### src/design/pn_pkg.sv
package pn_pkg;

    localparam int MAX_NAME  = 63;
    localparam int BUF_DEPTH = MAX_NAME + 1;
    localparam int BUF_AW    = $clog2(BUF_DEPTH);
    localparam int WI_W      = $clog2(BUF_DEPTH + 1);
    localparam int SEP_W     = 6;
    localparam int LEN_W     = 7;

    localparam logic [7:0] CH_SLASH = 8'h2F;
    localparam logic [7:0] CH_DOT   = 8'h2E;
    localparam logic [7:0] CH_LOW_A = 8'h61;
    localparam logic [7:0] CH_LOW_Z = 8'h7A;
    localparam logic [7:0] CASE_GAP = 8'd32;
    localparam logic [7:0] CH_NUL   = 8'h00;

    localparam logic [WI_W-1:0] ROOT_LEN = WI_W'(2);

    // controller -> datapath
    typedef struct packed {
        logic put_in;     // put the incoming byte
        logic put_dot;    // put a held-back dot
        logic put_cur;    // put the captured byte
        logic cap;
        logic go_root;
        logic set_start;
        logic clr_start;
        logic pend_inc;
        logic pend_dec;
        logic pend_clr;
        logic set_err;
        logic bk_start;
        logic bk_read;
        logic bk_step;
        logic fin_slash;
        logic out_init;
        logic out_read;
        logic out_load;
        logic out_err;
        logic out_next;
        logic clear_all;
    } pn_cmd_t;

    // datapath -> controller
    typedef struct packed {
        logic       in_zero;
        logic       in_slash;
        logic       in_dot;
        logic       at_start;
        logic [1:0] pend;
        logic       err;
        logic       wi_gt2;
        logic       last_slash;
        logic       rd_slash;
        logic       out_last;
    } pn_sts_t;

    function automatic logic [7:0] to_upper(input logic [7:0] c);
        logic [7:0] r;
        r = c;
        if (c >= CH_LOW_A && c <= CH_LOW_Z)
        begin
            r = c - CASE_GAP;
        end
        return r;
    endfunction

endpackage

### src/design/pn_ram.sv
module pn_ram #(
    parameter int WIDTH = 8,
    parameter int DEPTH = 64
) (
    input  logic                     clk,
    input  logic                     we,
    input  logic [$clog2(DEPTH)-1:0] waddr,
    input  logic [WIDTH-1:0]         wdata,
    input  logic                     re,
    input  logic [$clog2(DEPTH)-1:0] raddr,
    output logic [WIDTH-1:0]         rdata
);

    logic [WIDTH-1:0] mem [DEPTH];

    always_ff @(posedge clk)
    begin
        if (we)
        begin
            mem[waddr] <= wdata;
        end
        if (re)
        begin
            rdata <= mem[raddr];
        end
    end

endmodule

### src/design/pn_ctrl.sv
module pn_ctrl (
    input  logic             clk,
    input  logic             rst_n,
    input  logic             in_valid,
    output logic             in_ready,
    output logic             out_valid,
    input  logic             out_ready,
    input  pn_pkg::pn_sts_t  sts,
    output pn_pkg::pn_cmd_t  cmd
);

    typedef enum logic [3:0] {
        ST_IDLE,
        ST_FLUSH,
        ST_PUT,
        ST_BK_RD,
        ST_BK_CHK,
        ST_TERM,
        ST_OUT_RD,
        ST_OUT_LD,
        ST_OUT_WAIT
    } state_t;

    state_t state_reg, state_next;
    logic   term_reg, term_next;

    assign in_ready  = (state_reg == ST_IDLE);
    assign out_valid = (state_reg == ST_OUT_WAIT);

    always_comb
    begin
        cmd        = '0;
        state_next = state_reg;
        term_next  = term_reg;
        case (state_reg)
            ST_IDLE:
            begin
                if (in_valid)
                begin
                    if (sts.in_zero)
                    begin
                        term_next  = 1'b1;
                        state_next = ST_TERM;
                        if (!sts.err && sts.pend != 2'd0)
                        begin
                            cmd.pend_clr  = 1'b1;
                            cmd.set_start = 1'b1;
                            if (sts.pend == 2'd2)
                            begin
                                if (sts.wi_gt2)
                                begin
                                    cmd.bk_start = 1'b1;
                                    state_next   = ST_BK_RD;
                                end
                                else
                                begin
                                    cmd.set_err = 1'b1;
                                end
                            end
                        end
                    end
                    else if (sts.err)
                    begin
                        // bytes after an error are dropped
                    end
                    else if (sts.in_slash)
                    begin
                        if (sts.at_start)
                        begin
                            cmd.go_root = 1'b1;
                        end
                        else if (sts.pend != 2'd0)
                        begin
                            cmd.pend_clr  = 1'b1;
                            cmd.set_start = 1'b1;
                            if (sts.pend == 2'd2)
                            begin
                                if (sts.wi_gt2)
                                begin
                                    cmd.bk_start = 1'b1;
                                    state_next   = ST_BK_RD;
                                end
                                else
                                begin
                                    cmd.set_err = 1'b1;
                                end
                            end
                        end
                        else
                        begin
                            cmd.put_in    = 1'b1;
                            cmd.set_start = 1'b1;
                        end
                    end
                    else if (sts.in_dot && (sts.at_start || sts.pend != 2'd0))
                    begin
                        cmd.clr_start = 1'b1;
                        if (sts.pend != 2'd2)
                        begin
                            cmd.pend_inc = 1'b1;
                        end
                        else
                        begin
                            cmd.cap    = 1'b1;
                            state_next = ST_FLUSH;
                        end
                    end
                    else
                    begin
                        cmd.clr_start = 1'b1;
                        if (sts.pend == 2'd0)
                        begin
                            cmd.put_in = 1'b1;
                        end
                        else
                        begin
                            cmd.cap    = 1'b1;
                            state_next = ST_FLUSH;
                        end
                    end
                end
            end
            ST_FLUSH:
            begin
                cmd.put_dot  = 1'b1;
                cmd.pend_dec = 1'b1;
                if (sts.pend == 2'd1)
                begin
                    state_next = ST_PUT;
                end
            end
            ST_PUT:
            begin
                cmd.put_cur = 1'b1;
                state_next  = ST_IDLE;
            end
            ST_BK_RD:
            begin
                if (sts.wi_gt2)
                begin
                    cmd.bk_read = 1'b1;
                    state_next  = ST_BK_CHK;
                end
                else
                begin
                    state_next = term_reg ? ST_TERM : ST_IDLE;
                end
            end
            ST_BK_CHK:
            begin
                if (sts.rd_slash)
                begin
                    state_next = term_reg ? ST_TERM : ST_IDLE;
                end
                else
                begin
                    cmd.bk_step = 1'b1;
                    state_next  = ST_BK_RD;
                end
            end
            ST_TERM:
            begin
                if (sts.err)
                begin
                    cmd.out_err = 1'b1;
                    state_next  = ST_OUT_WAIT;
                end
                else
                begin
                    cmd.fin_slash = !sts.last_slash;
                    cmd.out_init  = 1'b1;
                    state_next    = ST_OUT_RD;
                end
            end
            ST_OUT_RD:
            begin
                cmd.out_read = 1'b1;
                state_next   = ST_OUT_LD;
            end
            ST_OUT_LD:
            begin
                cmd.out_load = 1'b1;
                state_next   = ST_OUT_WAIT;
            end
            ST_OUT_WAIT:
            begin
                if (out_ready)
                begin
                    if (sts.out_last)
                    begin
                        cmd.clear_all = 1'b1;
                        term_next     = 1'b0;
                        state_next    = ST_IDLE;
                    end
                    else
                    begin
                        cmd.out_next = 1'b1;
                        state_next   = ST_OUT_RD;
                    end
                end
            end
            default:
            begin
                state_next = ST_IDLE;
            end
        endcase
    end

    always_ff @(posedge clk or negedge rst_n)
    begin
        if (!rst_n)
        begin
            state_reg <= ST_IDLE;
            term_reg  <= 1'b0;
        end
        else
        begin
            state_reg <= state_next;
            term_reg  <= term_next;
        end
    end

endmodule

### src/design/pn_dp.sv
module pn_dp (
    input  logic                          clk,
    input  logic                          rst_n,
    input  logic [7:0]                    path_byte,
    input  pn_pkg::pn_cmd_t               cmd,
    output pn_pkg::pn_sts_t               sts,
    output logic [7:0]                    out_byte,
    output logic                          last_of_run,
    output logic                          status,
    output logic [pn_pkg::LEN_W-1:0]      path_length,
    output logic [pn_pkg::SEP_W-1:0]      level_count
);

    logic [pn_pkg::WI_W-1:0]   wi_reg, wi_next;
    logic [pn_pkg::SEP_W-1:0]  sep_reg, sep_next;
    logic                      last_slash_reg, last_slash_next;
    logic                      err_reg, err_next;
    logic                      start_reg, start_next;
    logic [1:0]                pend_reg, pend_next;
    logic [pn_pkg::BUF_AW-1:0] k_reg, k_next;
    logic [7:0]                cur_reg;

    logic [7:0]                out_byte_reg;
    logic                      out_last_reg;
    logic                      status_reg;
    logic [pn_pkg::LEN_W-1:0]  len_reg;
    logic [pn_pkg::SEP_W-1:0]  lvl_reg;

    logic [7:0]                put_data, put_up, wdata, rdata;
    logic                      put_en, put_ok, put_ovf, put_is_slash;
    logic                      we, re;
    logic [pn_pkg::BUF_AW-1:0] waddr, raddr;
    logic [pn_pkg::WI_W-1:0]   wi_m1, k_p1;

    assign put_en   = cmd.put_in | cmd.put_dot | cmd.put_cur;
    assign put_data = cmd.put_in  ? path_byte :
                      cmd.put_dot ? pn_pkg::CH_DOT : cur_reg;
    assign put_up   = pn_pkg::to_upper(put_data);
    assign put_is_slash = (put_data == pn_pkg::CH_SLASH);
    assign put_ok  = put_en & !err_reg & (wi_reg < pn_pkg::WI_W'(pn_pkg::MAX_NAME));
    assign put_ovf = put_en & !err_reg & !(wi_reg < pn_pkg::WI_W'(pn_pkg::MAX_NAME));

    assign wi_m1 = wi_reg - pn_pkg::WI_W'(1);
    assign k_p1  = {1'b0, k_reg} + pn_pkg::WI_W'(1);

    assign we    = put_ok | cmd.fin_slash;
    assign waddr = wi_reg[pn_pkg::BUF_AW-1:0];
    assign wdata = cmd.fin_slash ? pn_pkg::CH_SLASH : put_up;
    assign re    = cmd.bk_read | cmd.out_read;
    assign raddr = cmd.bk_read ? wi_m1[pn_pkg::BUF_AW-1:0] : k_reg;

    pn_ram #(
        .WIDTH(8),
        .DEPTH(pn_pkg::BUF_DEPTH)
    ) u_buf (
        .clk   (clk),
        .we    (we),
        .waddr (waddr),
        .wdata (wdata),
        .re    (re),
        .raddr (raddr),
        .rdata (rdata)
    );

    always_comb
    begin
        wi_next         = wi_reg;
        sep_next        = sep_reg;
        last_slash_next = last_slash_reg;
        if (cmd.clear_all || cmd.go_root)
        begin
            wi_next         = pn_pkg::ROOT_LEN;
            sep_next        = '0;
            last_slash_next = 1'b1;
        end
        else if (put_ok)
        begin
            wi_next         = wi_reg + pn_pkg::WI_W'(1);
            sep_next        = sep_reg + pn_pkg::SEP_W'(put_is_slash);
            last_slash_next = put_is_slash;
        end
        else if (cmd.bk_start)
        begin
            // drop the trailing separator; the walk stops after the one before
            wi_next         = wi_m1;
            sep_next        = sep_reg - pn_pkg::SEP_W'(1);
            last_slash_next = 1'b1;
        end
        else if (cmd.bk_step)
        begin
            wi_next = wi_m1;
        end
        else if (cmd.fin_slash)
        begin
            wi_next         = wi_reg + pn_pkg::WI_W'(1);
            sep_next        = sep_reg + pn_pkg::SEP_W'(1);
            last_slash_next = 1'b1;
        end

        err_next = err_reg;
        if (cmd.clear_all)
        begin
            err_next = 1'b0;
        end
        else if (cmd.set_err || put_ovf)
        begin
            err_next = 1'b1;
        end

        start_next = start_reg;
        if (cmd.clear_all || cmd.set_start)
        begin
            start_next = 1'b1;
        end
        else if (cmd.clr_start)
        begin
            start_next = 1'b0;
        end

        pend_next = pend_reg;
        if (cmd.clear_all || cmd.pend_clr)
        begin
            pend_next = 2'd0;
        end
        else if (cmd.pend_inc)
        begin
            pend_next = pend_reg + 2'd1;
        end
        else if (cmd.pend_dec)
        begin
            pend_next = pend_reg - 2'd1;
        end

        k_next = k_reg;
        if (cmd.out_init)
        begin
            k_next = '0;
        end
        else if (cmd.out_next)
        begin
            k_next = k_reg + pn_pkg::BUF_AW'(1);
        end
    end

    always_ff @(posedge clk or negedge rst_n)
    begin
        if (!rst_n)
        begin
            wi_reg         <= pn_pkg::ROOT_LEN;
            sep_reg        <= '0;
            last_slash_reg <= 1'b1;
            err_reg        <= 1'b0;
            start_reg      <= 1'b1;
            pend_reg       <= 2'd0;
            k_reg          <= '0;
        end
        else
        begin
            wi_reg         <= wi_next;
            sep_reg        <= sep_next;
            last_slash_reg <= last_slash_next;
            err_reg        <= err_next;
            start_reg      <= start_next;
            pend_reg       <= pend_next;
            k_reg          <= k_next;
        end
    end

    // payload registers
    always_ff @(posedge clk)
    begin
        if (cmd.cap)
        begin
            cur_reg <= path_byte;
        end
        if (cmd.out_err)
        begin
            out_byte_reg <= pn_pkg::CH_NUL;
            out_last_reg <= 1'b1;
            status_reg   <= 1'b1;
            len_reg      <= '0;
            lvl_reg      <= '0;
        end
        else if (cmd.out_load)
        begin
            // root prefix is never read back from the buffer
            if (k_reg == '0)
            begin
                out_byte_reg <= pn_pkg::CH_SLASH;
            end
            else if (k_reg == pn_pkg::BUF_AW'(1) || rdata == pn_pkg::CH_SLASH)
            begin
                out_byte_reg <= pn_pkg::CH_NUL;
            end
            else
            begin
                out_byte_reg <= rdata;
            end
            out_last_reg <= (k_p1 == wi_reg);
            status_reg   <= 1'b0;
            len_reg      <= pn_pkg::LEN_W'(wi_reg);
            lvl_reg      <= sep_reg + pn_pkg::SEP_W'(1);
        end
    end

    assign sts.in_zero    = (path_byte == pn_pkg::CH_NUL);
    assign sts.in_slash   = (path_byte == pn_pkg::CH_SLASH);
    assign sts.in_dot     = (path_byte == pn_pkg::CH_DOT);
    assign sts.at_start   = start_reg;
    assign sts.pend       = pend_reg;
    assign sts.err        = err_reg;
    assign sts.wi_gt2     = (wi_reg > pn_pkg::ROOT_LEN);
    assign sts.last_slash = last_slash_reg;
    assign sts.rd_slash   = (rdata == pn_pkg::CH_SLASH);
    assign sts.out_last   = out_last_reg;

    assign out_byte    = out_byte_reg;
    assign last_of_run = out_last_reg;
    assign status      = status_reg;
    assign path_length = len_reg;
    assign level_count = lvl_reg;

endmodule

### src/design/path_normalizer.sv
// Path normalizer: takes a path one byte per input transfer, ended by a zero
// byte, and returns its canonical form one byte per output transfer.
// Input channel: path_byte with in_valid/in_ready. Output channel: out_byte,
// last_of_run, status, path_length, level_count with out_valid/out_ready.
// Non-zero bytes produce no output. On the zero byte the block sends either
// one error transfer (status 1) or the normalized bytes, later separators as
// zero bytes after a leading '/', with last_of_run on the final one.
// An ordinary byte or slash is handled in the idle state. A byte after held
// dots is captured, then each dot and the byte get one buffer write each. A
// '..' walks back, reading and comparing each byte removed, until it hits
// the previous separator or the walk reaches the root. After the zero byte
// (and any '..' walk it ends), a buffer read and an output load precede
// out_valid, which an error result raises without them; each output byte
// takes a buffer read, an output load and its transfer, plus any receiver
// stall. The single buffer write port and registered read port shape these steps.
// Input is taken only while no path is being emitted; a stalled receiver
// holds the current output steady and blocks new input.
// Reset returns to an empty root path; the buffer itself is not cleared and
// needs no clearing pass.
module path_normalizer (
    input  logic                     clk,
    input  logic                     rst_n,
    input  logic                     in_valid,
    output logic                     in_ready,
    input  logic [7:0]               path_byte,
    output logic                     out_valid,
    input  logic                     out_ready,
    output logic [7:0]               out_byte,
    output logic                     last_of_run,
    output logic                     status,
    output logic [pn_pkg::LEN_W-1:0] path_length,
    output logic [pn_pkg::SEP_W-1:0] level_count
);

    pn_pkg::pn_cmd_t cmd;
    pn_pkg::pn_sts_t sts;

    pn_ctrl u_ctrl (
        .clk       (clk),
        .rst_n     (rst_n),
        .in_valid  (in_valid),
        .in_ready  (in_ready),
        .out_valid (out_valid),
        .out_ready (out_ready),
        .sts       (sts),
        .cmd       (cmd)
    );

    pn_dp u_dp (
        .clk         (clk),
        .rst_n       (rst_n),
        .path_byte   (path_byte),
        .cmd         (cmd),
        .sts         (sts),
        .out_byte    (out_byte),
        .last_of_run (last_of_run),
        .status      (status),
        .path_length (path_length),
        .level_count (level_count)
    );

    a_no_overlap: assert property (@(posedge clk) disable iff (!rst_n)
        !(in_ready && out_valid))
        else $error("input taken while output pending");

    a_err_shape: assert property (@(posedge clk) disable iff (!rst_n)
        out_valid && status |-> path_length == '0 && level_count == '0 && last_of_run)
        else $error("error result malformed");

    a_ok_len: assert property (@(posedge clk) disable iff (!rst_n)
        out_valid && !status |-> path_length >= pn_pkg::LEN_W'(2))
        else $error("normalized path shorter than root");

    a_back_idle: assert property (@(posedge clk) disable iff (!rst_n)
        out_valid && out_ready && last_of_run |=> in_ready)
        else $error("not idle after last transfer");

endmodule

### config.mk
export PLATFORM = sky130hd
export DESIGN_NAME = path_normalizer
export DESIGN_NICKNAME = d
export VERILOG_FILES = /design/src/design/pn_pkg.sv /design/src/design/pn_ram.sv /design/src/design/pn_ctrl.sv /design/src/design/pn_dp.sv /design/src/design/path_normalizer.sv
export SDC_FILE = /design/constraint.sdc
export NUM_CORES = 1
export LEC_CHECK = 0
export BUFFER_PORTS_ARGS = -buffer_cell sky130_fd_sc_hd__buf_4
export CELL_PAD_IN_SITES_DETAIL_PLACEMENT = 2
export CELL_PAD_IN_SITES_GLOBAL_PLACEMENT = 2
export CORE_MARGIN = 1
export CORE_UTILIZATION = 45
export CTS_CLUSTER_DIAMETER = 80
export CTS_CLUSTER_SIZE = 16
export DETAILED_ROUTE_END_ITERATION = 10
export PLACE_DENSITY = 0.89
export SLEW_MARGIN = 15
export SYNTH_ARGS = -nofsm -noshare
export SYNTH_HDL_FRONTEND = slang
export SYNTH_SLANG_ARGS = --single-unit
### constraint.sdc
create_clock -name clk -period 8.67 [get_ports clk]
set_input_delay 2.601 -clock clk [delete_from_list [all_inputs] [get_ports clk]]
set_output_delay 2.601 -clock clk [all_outputs]
set_load 0.05 [all_outputs]
* Yosys cells after proc, flatten, opt, wreduce, memory -nomap -nowiden
Memory sizes are Yosys's and may differ from the RTL's. A register that Yosys moved wholly into a read port is not among the register bits. Index checks and enable logic that the tools add are counted.
Storage, ports and cells: flip-flop bits (word level) 60, bits in writable memories 512, input bits 12, output and inout port bits 25, logic and storage cells 206, memories 1
Cells by class: $add $sub $neg 10, magnitude comparators 4, eq/ne operators 30, mux-type cells 112, bitwise gates (word level) 7, reduce and logical (&&, ||, !) cells 27
Memory list:
- u_dp.u_buf.mem | depth 64, width 8, rd ports 1, clocked after Yosys merged registers in 1, wr ports 1, line pn_ram.sv:14 | logic [WIDTH-1:0] mem [DEPTH];
Operator list (number):
- 4-bit 2-to-1 mux | 18
- 6-bit 2-to-1 mux | 8
- 8-bit 2-to-1 mux | 6
- 1-bit 2-to-1 mux | 47
- 7-bit 2-to-1 mux | 5
- 3-bit 2-to-1 mux | 11
- 8-bit by 6-bit == test with 1-bit output (second input constant) | 4
- 4-bit case mux with 8 select lines | 1
- 2-bit 2-to-1 mux | 12
- 4-bit by 3-bit == test with 1-bit output (second input constant) | 4
- 5-bit 2-to-1 mux | 3
- 6-bit by 1-bit adder with 6-bit output (second input constant) | 2
- 10-bit AND reduction | 1
- 2-bit nonzero test | 5
- 4-bit by 2-bit == test with 1-bit output (second input constant) | 2
- 8-bit by 7-bit greater-or-equal comparator with 1-bit output (second input constant) | 1
- 8-bit by 7-bit <= comparator with 1-bit output (second input constant) | 1
- 8-bit zero test | 1
- 2-bit by 1-bit inequality test with 1-bit output (second input constant) | 4
- 4-bit by 2-bit inequality test with 1-bit output (second input constant) | 2
- 8-bit by 6-bit subtractor with 8-bit output (second input constant) | 1
- 6-bit by 1-bit adder with 7-bit output (second input constant) | 1
- 7-bit by 1-bit adder with 7-bit output (second input constant) | 1
- 7-bit == test | 1
- 33 further kinds | 48

* Depth between registers and ports, before layout
Gate-level depths: netlist of run 1.
depth after elaboration 16, mapped depth 17, mapped depth without buffers 14

* Modules after synthesis
From an unflattened synthesis of run 1, not the netlist that was laid out.
Unflattened totals: cell total of the unflattened synthesis 1468, area total of the unflattened synthesis 24476.0 sq um
By module, submodules not included:
- pn_ram | times used 1, cells each 972, area each 20270.7 sq um, sequential area each 15615.0 sq um
- pn_dp | times used 1, cells each 409, area each 3528.4 sq um, sequential area each 1305.0 sq um
- pn_ctrl | times used 1, cells each 87, area each 676.9 sq um, sequential area each 125.1 sq um

* Least setup slack after synthesis of run 1
Ideal clock, no wire load.
path kind input -> register, start point input path_byte[0], end point memory u_dp.u_buf.mem[0][5] (data pin), library setup time 0.905 ns, arrival time 8.129 ns, setup slack -0.364 ns, stages on the path 7, buffers on the path 0, path through or4_1 -> o22a_1 -> o211ai_2 -> mux2i_1 -> o211a_1 -> a311oi_1 -> o41ai_1
On the way: longest elaborated chain between the ends 13, elaborated cells between the ends (all ways) 17, those cells by class add/sub (1); order compare (2); eq/ne (2); mux (9); reduce/logical (3)
RTL lines:
- from (decl) | line path_normalizer.sv:25 | input logic [7:0] path_byte,
- 8-bit by 6-bit == test with 1-bit output | line pn_dp.sv:208 | assign sts.in_dot = (path_byte == pn_pkg::CH_DOT);
- 1-bit logical AND | line pn_ctrl.sv:95 | else if (sts.in_dot && (sts.at_start || sts.pend != 2'd0))
- 1-bit 2-to-1 mux | line pn_ctrl.sv:95
- 1-bit 2-to-1 mux | line pn_ctrl.sv:66 | else if (sts.in_slash)
- 1-bit 2-to-1 mux | line pn_ctrl.sv:62 | else if (sts.err)
- 1-bit 2-to-1 mux | line pn_ctrl.sv:40 | if (sts.in_zero)
- 1-bit 2-to-1 mux | line pn_ctrl.sv:38 | if (in_valid)
- 1-bit 2-to-1 mux | line pn_ctrl.sv:35 | case (state_reg)
- 8-bit 2-to-1 mux (*) | line pn_dp.sv:36 | assign put_data = cmd.put_in ? path_byte :
- 8-bit by 7-bit greater-or-equal comparator with 1-bit output / 8-bit by 7-bit <= comparator with 1-bit output (equally long branches) | line pn_pkg.sv:61 | if (c >= CH_LOW_A && c <= CH_LOW_Z)
- 1-bit logical AND | line pn_pkg.sv:61
- 8-bit 2-to-1 mux (*) | line pn_pkg.sv:61
- 8-bit 2-to-1 mux (*) | line pn_dp.sv:48 | assign wdata = cmd.fin_slash ? pn_pkg::CH_SLASH : put_up;
- net u_dp.u_buf.wdata[5] | line pn_ram.sv:8 | input logic [WIDTH-1:0] wdata,
- to (decl) | line pn_ram.sv:14
Mark *: on every way through the listed nets, which the timed path passes. The rest lies on a longest branch.

* Final worst setup path of run 1
start point input path_byte[0], end point memory u_dp.u_buf.mem[16][5] (data pin)
Same word-level chain as after synthesis.

==> results of run 1 <==
==> kinds of logic (layout without fill, tap and decap cells) <==
| logic type | Yosys count | after routing | share of synthesized area, % |
|---|---|---|---|
| xor gates and xnor gates | 24 | 24 | 0.862 |
| muxes | 121 | 121 | 5.12 |
| buffers and inverters | 126 | 139 | 2.23 |
| and+or+nand+nor | 560 | 560 | 10.5 |
| AOI/OAI and AO/OA | 398 | 398 | 10.7 |
| adders and majority gates | 13 | 13 | 0.667 |
| DFF | 580 | 580 | 69.9 |
==> cell type report <==
cell class                 count  share of cell area [%]
sequential                   580                    64.1
multi-input combinational   1116                    25.9
clock buffer                  53                    4.47
tap                          688                    3.24
timing repair buffer          66                    1.86
inverter                      17                   0.240
clock inverter                 3                   0.108
==> synthesized netlist by cell type, drive strengths merged, types with 5 or more instances <==
cell type / instances / share of area (%)
dfrtp: 26 / 2.7
o31ai: 14 / 0.49
inv: 17 / 0.26
clkbuf: 60 / 0.92
xnor2: 15 / 0.54
nor4b: 5 / 0.18
edfxtp: 528 / 65
mux2: 31 / 1.4
a21oi: 120 / 2.5
o211ai: 14 / 0.45
xor2: 9 / 0.32
a211o: 13 / 0.47
nand2: 217 / 3.3
o22ai: 66 / 1.7
and2: 6 / 0.15
ha: 13 / 0.67
a31oi: 8 / 0.21
nand3: 77 / 1.6
nor2: 135 / 2.1
or3: 10 / 0.26
nor4: 10 / 0.28
nand4: 9 / 0.23
o21ai: 48 / 0.98
a2111oi: 8 / 0.29
a32oi: 5 / 0.18
or4: 11 / 0.35
buf: 49 / 1.0
a211oi: 8 / 0.25
and3: 9 / 0.23
nand2b: 15 / 0.38
dfxtp: 23 / 1.9
nor2b: 6 / 0.15
a41oi: 5 / 0.18
nor3: 39 / 0.84
o221ai: 21 / 0.75
a22oi: 20 / 0.62
mux2i: 90 / 3.7
a22o: 16 / 0.57
==> routing by layer <==
layer | wire length, um | vias up
li1 | - | 6962
met1 | 33800 | 8760
met2 | 43600 | 828
met3 | 5760 | 260
met4 | 4840 | 2
met5 | 20 | -
==> how the worst max path moves through the flow <==
stage	startpoint	end	depth (start not counted)
floorplan	path_byte[0]	u_dp.u_buf.mem[0][5]$_DFFE_PP_	7
global placement	path_byte[0]	u_dp.u_buf.mem[1][5]$_DFFE_PP_	10
detailed placement	path_byte[0]	u_dp.u_buf.mem[2][5]$_DFFE_PP_	10
CTS	path_byte[0]	u_dp.u_buf.mem[45][5]$_DFFE_PP_	10
global route	path_byte[0]	u_dp.u_buf.mem[16][5]$_DFFE_PP_	10
finish	path_byte[0]	u_dp.u_buf.mem[16][5]$_DFFE_PP_	10
==> metrics by stage <==
stage	setup slack (ps)	instance area [um^2]
3_5_place_dp	2080	25400
4_1_cts	2610	26600
2_1_floorplan	1540	24400
6_report	2530	26600
5_1_grt	2440	26600
3_3_place_gp	2350	25400
==> where the power goes <==
group	switching (uW)	total, uW	internal (uW)	leakage, uW
registers	174	3810	3640	0.00529
clock network	989	1950	962	0.000595
logic	2480	3260	771	0.00323
==> critical path, delay by kind of cell <==
| family | cells | cell delay (ps) |
|---|---|---|
| and+or+nand+nor | 1 | 600 |
| muxes | 1 | 530 |
| AOI/OAI and AO/OA | 6 | 2000 |
| buffers and inverters | 2 | 520 |
==> flow_summary.toml, run 1 <==
[outcome]
status = "completed"

[synth]
synth_nets = 1847
yosysSeqAreaShare_pct = 69.9
synth_cell_types = 75
yosysWarnings = 0
syn_inst = 1822
avgSynthCellArea_um2 = 13.4
yosys_most_used_dff = "edfxtp_1"
async_reset_ff_share_pct = 5.00
synth_edf_count = 528
netlist_area_mm2 = 0.0244
synth_seq_cells = 580

[power_and_ir_drop]
power.total_uw = 9020
irDropWorstVdd_v = 0.000262
power_density_mw_per_mm2 = 339
leakage_uw = 0.00912

[sta]
fmax_ghz = 0.163
tns_ps = 0
final.period_utilization_pct = 70.9
min_period_ps = 6140
setup_viol = 0
max_slew.worst_pin.slew_ps = 1220
hold_ws_ps = 460
maxSlewViolCount = 0
slew_headroom_pct = 17.6
finalHoldViolations = 0
rsz0062_at_grt = "false"
finClkSkew_ps = 43.9

[global_route]
grt_usage_pct = 31.8
grt_use_met3_pct = 4.57
busiest_layer = "met2"
antenna_found_initial = 1
use_met2_pct = 54.4
use_met1_pct = 39.3
grt_pass1_vias = 18100
grt_pass1_wl_um = 128000
grt_remaining_overflow = 0
grt_start_max_net_pins = 79

[placement]
dp.cells = 2467
routabilityCongestion = 0.905
dp_hpwl_um = 57400
io_buffers = 36

[clock_tree]
post_cts_resized = 0
clk_path_buf_depth = 3
hold_buffers = 0
cts_buffers = 43
cts_tree = "done"
clock_latency_ps = 620
postCtsSetupRepairBufs = 0
htree_levels = 2
cts.clk_slew.worst_paths_ps = 70
clk_root_buffer_cell = "clkbuf_16"
cts.sink_count = 580

[detailed_routing]
drt_iter0_markers = 1490
ant_nets = 0
viasPerCell = 6.66
drc = 0
drt_wl_total_um = 88000
wl_per_cell_um = 34.9
vias = 16800
dr.pass1.iters = 5

[setup_path]
crit_chain = "buf_4 > or4_1 > o22a_1 > o211ai_2 > mux2i_1 > o211a_1 > a32oi_1 > a2111oi_0 > o41ai_4 > buf_4"
critPathLaunchType = "input port"
cpMostUsedCell = "buf_4"
critical_path_required_ps = 8870
slowest_stage = "a2111oi_0"
r2r_cells = 9
reg2reg_to = "u_dp.u_buf.rdata[5]$_DFFE_PP_"
cp.arrival_ps = 6340
crit_fanout = 64
critPathCaptureType = "register"
max_stage_delay_ps = 840
r2r-start = "u_dp.wi_reg[5]$_DFFE_PN0P_"
reg2reg_setup_slack_ps = 3020
crit_type = "in -> reg"

[cells_and_area]
final_cell_mix = "528 x edfxtp_1, 212 x nand2_1, 130 x nor2_1"
antenna_cells = 0
fin_cells = 2523
layout_commonest_cell = "edfxtp_1"
top_register = "u_dp.u_buf.mem"
postLayoutCoreUtil_pct = 50.1
drive_above_1_share_pct = 10.1
fin_nets = 1849
seqCellArea_mm2 = 0.0170
largest_reg_flops = 512
area_growth_pct = 8.93
multi_input_area_mm2 = 0.00690
fill_cells = 4970

[floorplanning]
io_pins = 37
die_h_um = 235
initial_core_util_pct = 46.0
rows = 84
core_area_mm2 = 0.0531
die_area_mm2 = 0.0552
die_w_um = 235

[worst_hold_path]
holdPathStages = 2
min_to = "u_dp.path_length[2]$_SDFFE_PP0N_"
worstHoldStart = "u_dp.path_length[2]$_SDFFE_PP0N_"
hold_path_class = "reg -> reg"

[job]
max_cap_viol_count = 0
No activity file was read; power rests on OpenSTA's default activity.
==> run 2, diff against run 1 <==
--- a/config.mk
+++ b/config.mk
@@ -9,11 +9,11 @@
 export CELL_PAD_IN_SITES_DETAIL_PLACEMENT = 2
 export CELL_PAD_IN_SITES_GLOBAL_PLACEMENT = 2
 export CORE_MARGIN = 1
-export CORE_UTILIZATION = 45
+export CORE_UTILIZATION = 41
 export CTS_CLUSTER_DIAMETER = 80
 export CTS_CLUSTER_SIZE = 16
 export DETAILED_ROUTE_END_ITERATION = 10
-export PLACE_DENSITY = 0.89
+export PLACE_DENSITY = 0.86
 export SLEW_MARGIN = 15
 export SYNTH_ARGS = -nofsm -noshare
 export SYNTH_HDL_FRONTEND = slang
==> constraint.sdc (replaced) <==
create_clock -name clk -period 5.5 [get_ports clk]
set_input_delay 1.65 -clock clk [delete_from_list [all_inputs] [get_ports clk]]
set_output_delay 1.65 -clock clk [all_outputs]
set_load 0.05 [all_outputs]
==> flow_summary.toml, run 2 (same netlist as run 1, synthesis figures left out) <==
[outcome]
status = "completed"

[cells_and_area]
fin_nets = 1878
antenna_cells = 0
fill_cells = 5619
largest_reg_flops = 512
seqCellArea_mm2 = 0.0170
area_growth_pct = 10.8
layout_commonest_cell = "edfxtp_1"
drive_above_1_share_pct = 11.4
postLayoutCoreUtil_pct = 45.9
top_register = "u_dp.u_buf.mem"
final_cell_mix = "528 x edfxtp_1, 212 x nand2_1, 130 x nor2_1"
multi_input_area_mm2 = 0.00690

[detailed_routing]
drt_wl_total_um = 86200
dr.pass1.iters = 5
vias = 16800
ant_nets = 0
drt_iter0_markers = 1558
viasPerCell = 6.37
drc = 0
wl_per_cell_um = 32.6

[floorplanning]
die_h_um = 246
die_w_um = 246
core_area_mm2 = 0.0589
io_pins = 37
rows = 89
initial_core_util_pct = 41.4
die_area_mm2 = 0.0605

[global_route]
grt_usage_pct = 28.7
grt_pass1_wl_um = 126000
grt_remaining_overflow = 0
grt_pass1_vias = 18000
antenna_found_initial = 3
grt_start_max_net_pins = 83

[setup_path]
crit_chain = "or4bb_1 > a32oi_1 > and2_4 > nand2_1 > o22ai_1 > o21ai_0 > a211o_1 > or4_1"
r2r_cells = 8
critPathCaptureType = "register"
r2r-start = "u_ctrl.state_reg[1]$_DFFE_PN0P_"
cp.arrival_ps = 5390
crit_type = "reg -> reg"
max_stage_delay_ps = 730
crit_fanout = 48
critical_path_required_ps = 5820
slowest_stage = "and2_4"
crit_start = "u_ctrl.state_reg[1]$_DFFE_PN0P_"
critPathLaunchType = "register"

[clock_tree]
clock_latency_ps = 600
clk_root_buffer_cell = "clkbuf_16"
clk_path_buf_depth = 3
hold_buffers = 0
htree_levels = 2
cts_buffers = 42
post_cts_resized = 0
cts.clk_slew.worst_paths_ps = 80
postCtsSetupRepairBufs = 0
cts_tree = "done"
cts.sink_count = 580

[sta]
fmax_ghz = 0.197
min_period_ps = 5070
finalHoldViolations = 0
finClkSkew_ps = 16.2
rsz0062_at_grt = "false"
final.period_utilization_pct = 92.1
slew_headroom_pct = 22.0
setup_viol = 0
layout_setup_ws_ps = 434
maxSlewViolCount = 0
max_slew.worst_pin.slew_ps = 1160
tns_ps = 0

[worst_hold_path]
holdPathStages = 2
worstHoldStart = "u_dp.path_length[5]$_SDFFE_PP0N_"
hold_path_class = "reg -> reg"

[placement]
routabilityCongestion = 0.882
dp_hpwl_um = 57000
io_buffers = 36
pre_cts_ws_ps = 231

[power_and_ir_drop]
leakage_uw = 0.00930
irDropWorstVdd_v = 0.000554
power_density_mw_per_mm2 = 531

[job]
max_cap_viol_count = 0
-- run 2: worst paths after layout --
check	endpoint	slack, ps
max reg2reg	u_dp.u_buf.rdata[7]$_DFFE_PP_	430
max in group asynchronous	u_dp.last_slash_reg$_DFFE_PN1P_	4170
min	u_dp.path_length[5]$_SDFFE_PP0N_	470
max	u_dp.u_buf.rdata[7]$_DFFE_PP_	430
min in group asynchronous	u_ctrl.state_reg[0]$_DFFE_PN0P_	990
min reg2reg	u_dp.path_length[5]$_SDFFE_PP0N_	470
-- run 2: stage by stage --
step           area [um^2]  hold WS, ps  cells  power [uW]
6_report             27000          475   2641       14400
4_1_cts              27000          485   2641       14300
2_1_floorplan        24400          452   1822        8920
3_3_place_gp         25900          451   2582       10900
5_1_grt              27000          505   2641       14700
3_5_place_dp         25900          473   2582       11300
-- run 2: metal layers --
| metal | wire (um) | GRT usage (%) | part of all wire (%) | vias to the layer above |
|---|---|---|---|---|
| met5 | 25 | 0 | 0.029 | - |
| met4 | 4450 | 13.7 | 5.2 | 4 |
| met3 | 5560 | 4.11 | 6.4 | 251 |
| met2 | 42700 | 48.7 | 50 | 759 |
| met1 | 33500 | 36.0 | 39 | 8789 |
| li1 | - | - | - | 7027 |
-- run 2: worst max-delay path, delay by kind of cell (launching register included) --
kind | cells | cell delay, ps
compound gates | 4 | 1630
flops | 1 | 580
simple gates | 4 | 2550
-- run 2: where the power goes --
| group | switching, uW | total [uW] | internal [uW] | leakage (uW) |
|---|---|---|---|---|
| Sequential | 232 | 5950 | 5720 | 0.00529 |
| Clock | 1580 | 3010 | 1440 | 0.000567 |
| Combinational | 3970 | 5400 | 1430 | 0.00344 |
-- run 2: cell type report --
| cell class | count | area share (%) |
|---|---|---|
| clock buffer | 55 | 4.15 |
| clock inverter | 4 | 0.171 |
| inverter | 17 | 0.236 |
| multi-input combinational | 1116 | 25.5 |
| sequential | 580 | 63.0 |
| tap | 773 | 3.58 |
| timing repair buffer | 96 | 3.31 |
==> run 3, diff against run 2 <==
--- a/config.mk
+++ b/config.mk
@@ -8,6 +8,7 @@
 export BUFFER_PORTS_ARGS = -buffer_cell sky130_fd_sc_hd__buf_4
 export CELL_PAD_IN_SITES_DETAIL_PLACEMENT = 2
 export CELL_PAD_IN_SITES_GLOBAL_PLACEMENT = 2
+export CORE_ASPECT_RATIO = 1.4
 export CORE_MARGIN = 1
 export CORE_UTILIZATION = 41
 export CTS_CLUSTER_DIAMETER = 80
==> flow_summary.toml, run 3 (same netlist as run 1, synthesis figures left out) <==
[outcome]
status = "completed"

[cells_and_area]
largest_reg_flops = 512
fin_area_mm2 = 0.0270
fin_cells = 2631
area_growth_pct = 10.7
fin_nets = 1890
drive_above_1_share_pct = 11.9
final_cell_mix = "528 x edfxtp_1, 212 x nand2_1, 130 x nor2_1"
top_register = "u_dp.u_buf.mem"
layout_commonest_cell = "edfxtp_1"
postLayoutCoreUtil_pct = 46.0

[floorplanning]
rows = 105
io_pins = 37
die_w_um = 208
initial_core_util_pct = 41.5
core_area_mm2 = 0.0587
die_area_mm2 = 0.0605
die_h_um = 291

[power_and_ir_drop]
leakage_uw = 0.00932
irDropWorstVdd_v = 0.000328
power_density_mw_per_mm2 = 536
power.total_uw = 14500

[clock_tree]
cts_tree = "done"
cts.sink_count = 580
cts_buffers = 42
postCtsSetupRepairBufs = 0
htree_levels = 2
post_cts_resized = 0
hold_buffers = 0
cts.clk_slew.worst_paths_ps = 90
clk_root_buffer_cell = "clkbuf_16"
clk_path_buf_depth = 3
clock_latency_ps = 590

[sta]
finClkSkew_ps = 32.8
tns_ps = 0
slew_headroom_pct = 17.9
setup_viol = 0
finalHoldViolations = 0
fmax_ghz = 0.200
final.period_utilization_pct = 90.9
max_slew.worst_pin.slew_ps = 1230
rsz0062_at_grt = "false"
maxSlewViolCount = 0
min_period_ps = 5000

[placement]
io_buffers = 36
dp_hpwl_um = 57700
dpl_cell_area_mm2 = 0.0259
routabilityCongestion = 0.870
dp.cells = 2570

[global_route]
grt_usage_pct = 30.0
grt_pass1_vias = 18700
grt_pass1_wl_um = 133000
grt_remaining_overflow = 0
grt_start_max_net_pins = 65
antenna_found_initial = 0

[detailed_routing]
vias = 17000
ant_nets = 0
drt_iter0_markers = 1592
viasPerCell = 6.45
drt_wl_total_um = 90500
wl_per_cell_um = 34.4
drc = 0
dr.pass1.iters = 5

[setup_path]
max_stage_delay_ps = 750
crit_family = "simple AND/OR/NAND/NOR gates"
critical_path_required_ps = 5780
crit_chain = "ha_1 > nor2b_1 > o311ai_1 > and2_4 > buf_4 > mux2i_1 > o22ai_1 > a21oi_1 > nor3_1 > or4_1"
critPathCaptureType = "register"
crit_type = "reg -> reg"
crit_fanout = 30
critPathLaunchType = "register"
cp_num_buf_inv = 1
cp.arrival_ps = 5280
slowest_stage = "and2_4"

[worst_hold_path]
hold_path_class = "reg -> reg"

[job]
max_cap_viol_count = 0
-- run 3: changes by cell type in the layout (fill, tap and decap cells not counted), moves of 2 or more --
cell	delta
buf_12	-5
buf_4	+17
clkbuf_1	+3
clkinv_4	-2
-- run 3: worst paths after layout --
kind / startpoint / endpoint / slack [ps] / depth (start not counted)
worst min-delay path: u_dp.path_length[2]$_SDFFE_PP0N_ / u_dp.path_length[2]$_SDFFE_PP0N_ / 470 / 2
min in group asynchronous: rst_n / u_dp.err_reg$_DFFE_PN0P_ / 1000 / 1
worst min register to register: u_dp.path_length[2]$_SDFFE_PP0N_ / u_dp.path_length[2]$_SDFFE_PP0N_ / 470 / 2
worst max-delay path: u_dp.wi_reg[1]$_DFFE_PN1P_ / u_dp.u_buf.rdata[7]$_DFFE_PP_ / 500 / 10
worst max register to register: u_dp.wi_reg[1]$_DFFE_PN1P_ / u_dp.u_buf.rdata[7]$_DFFE_PP_ / 500 / 10
max in group asynchronous: rst_n / u_dp.last_slash_reg$_DFFE_PN1P_ / 4160 / 1
-- run 3: through the flow --
step / worst slack, ps / hold WS [ps]
finish: 499 / 467
global route: 500 / 493
detailed placement: 92.2 / 462
CTS: 665 / 475
floorplan: 223 / 452
global placement: 323 / 445
-- run 3: layer usage --
layer	up-vias	part of all wire (%)	global-route usage, %	wire length (um)
li1	7045	-	-	-
met1	8790	36	33.9	32500
met2	803	51	52.3	45700
met3	339	5.7	4.43	5120
met4	0	7.8	20.5	7090
met5	-	0	0	0
-- run 3: tightest hold or removal path: cells and delay by family, from the launching register on --
kind,cells,cell delay (ps)
DFF,1,320
and+or+nand+nor,2,100
-- run 3: power by group --
group          leakage [uW]  internal [uW]  switching, uW  total (uW)
combinational       0.00347           1410           4090        5500
clock              0.000559           1430           1570        3010
sequential          0.00529           5730            233        5960
-- run 3: layout make-up --
class,count,area [um^2]
Fill cell,5686,31700
Sequential cell,580,17000
Multi-Input combinational cell,1116,6890
Clock buffer,58,1130
Tap cell,749,937
Timing Repair Buffer,108,923
Inverter,17,63.8
Clock inverter,2,25.0
Antenna cell,1,2.50
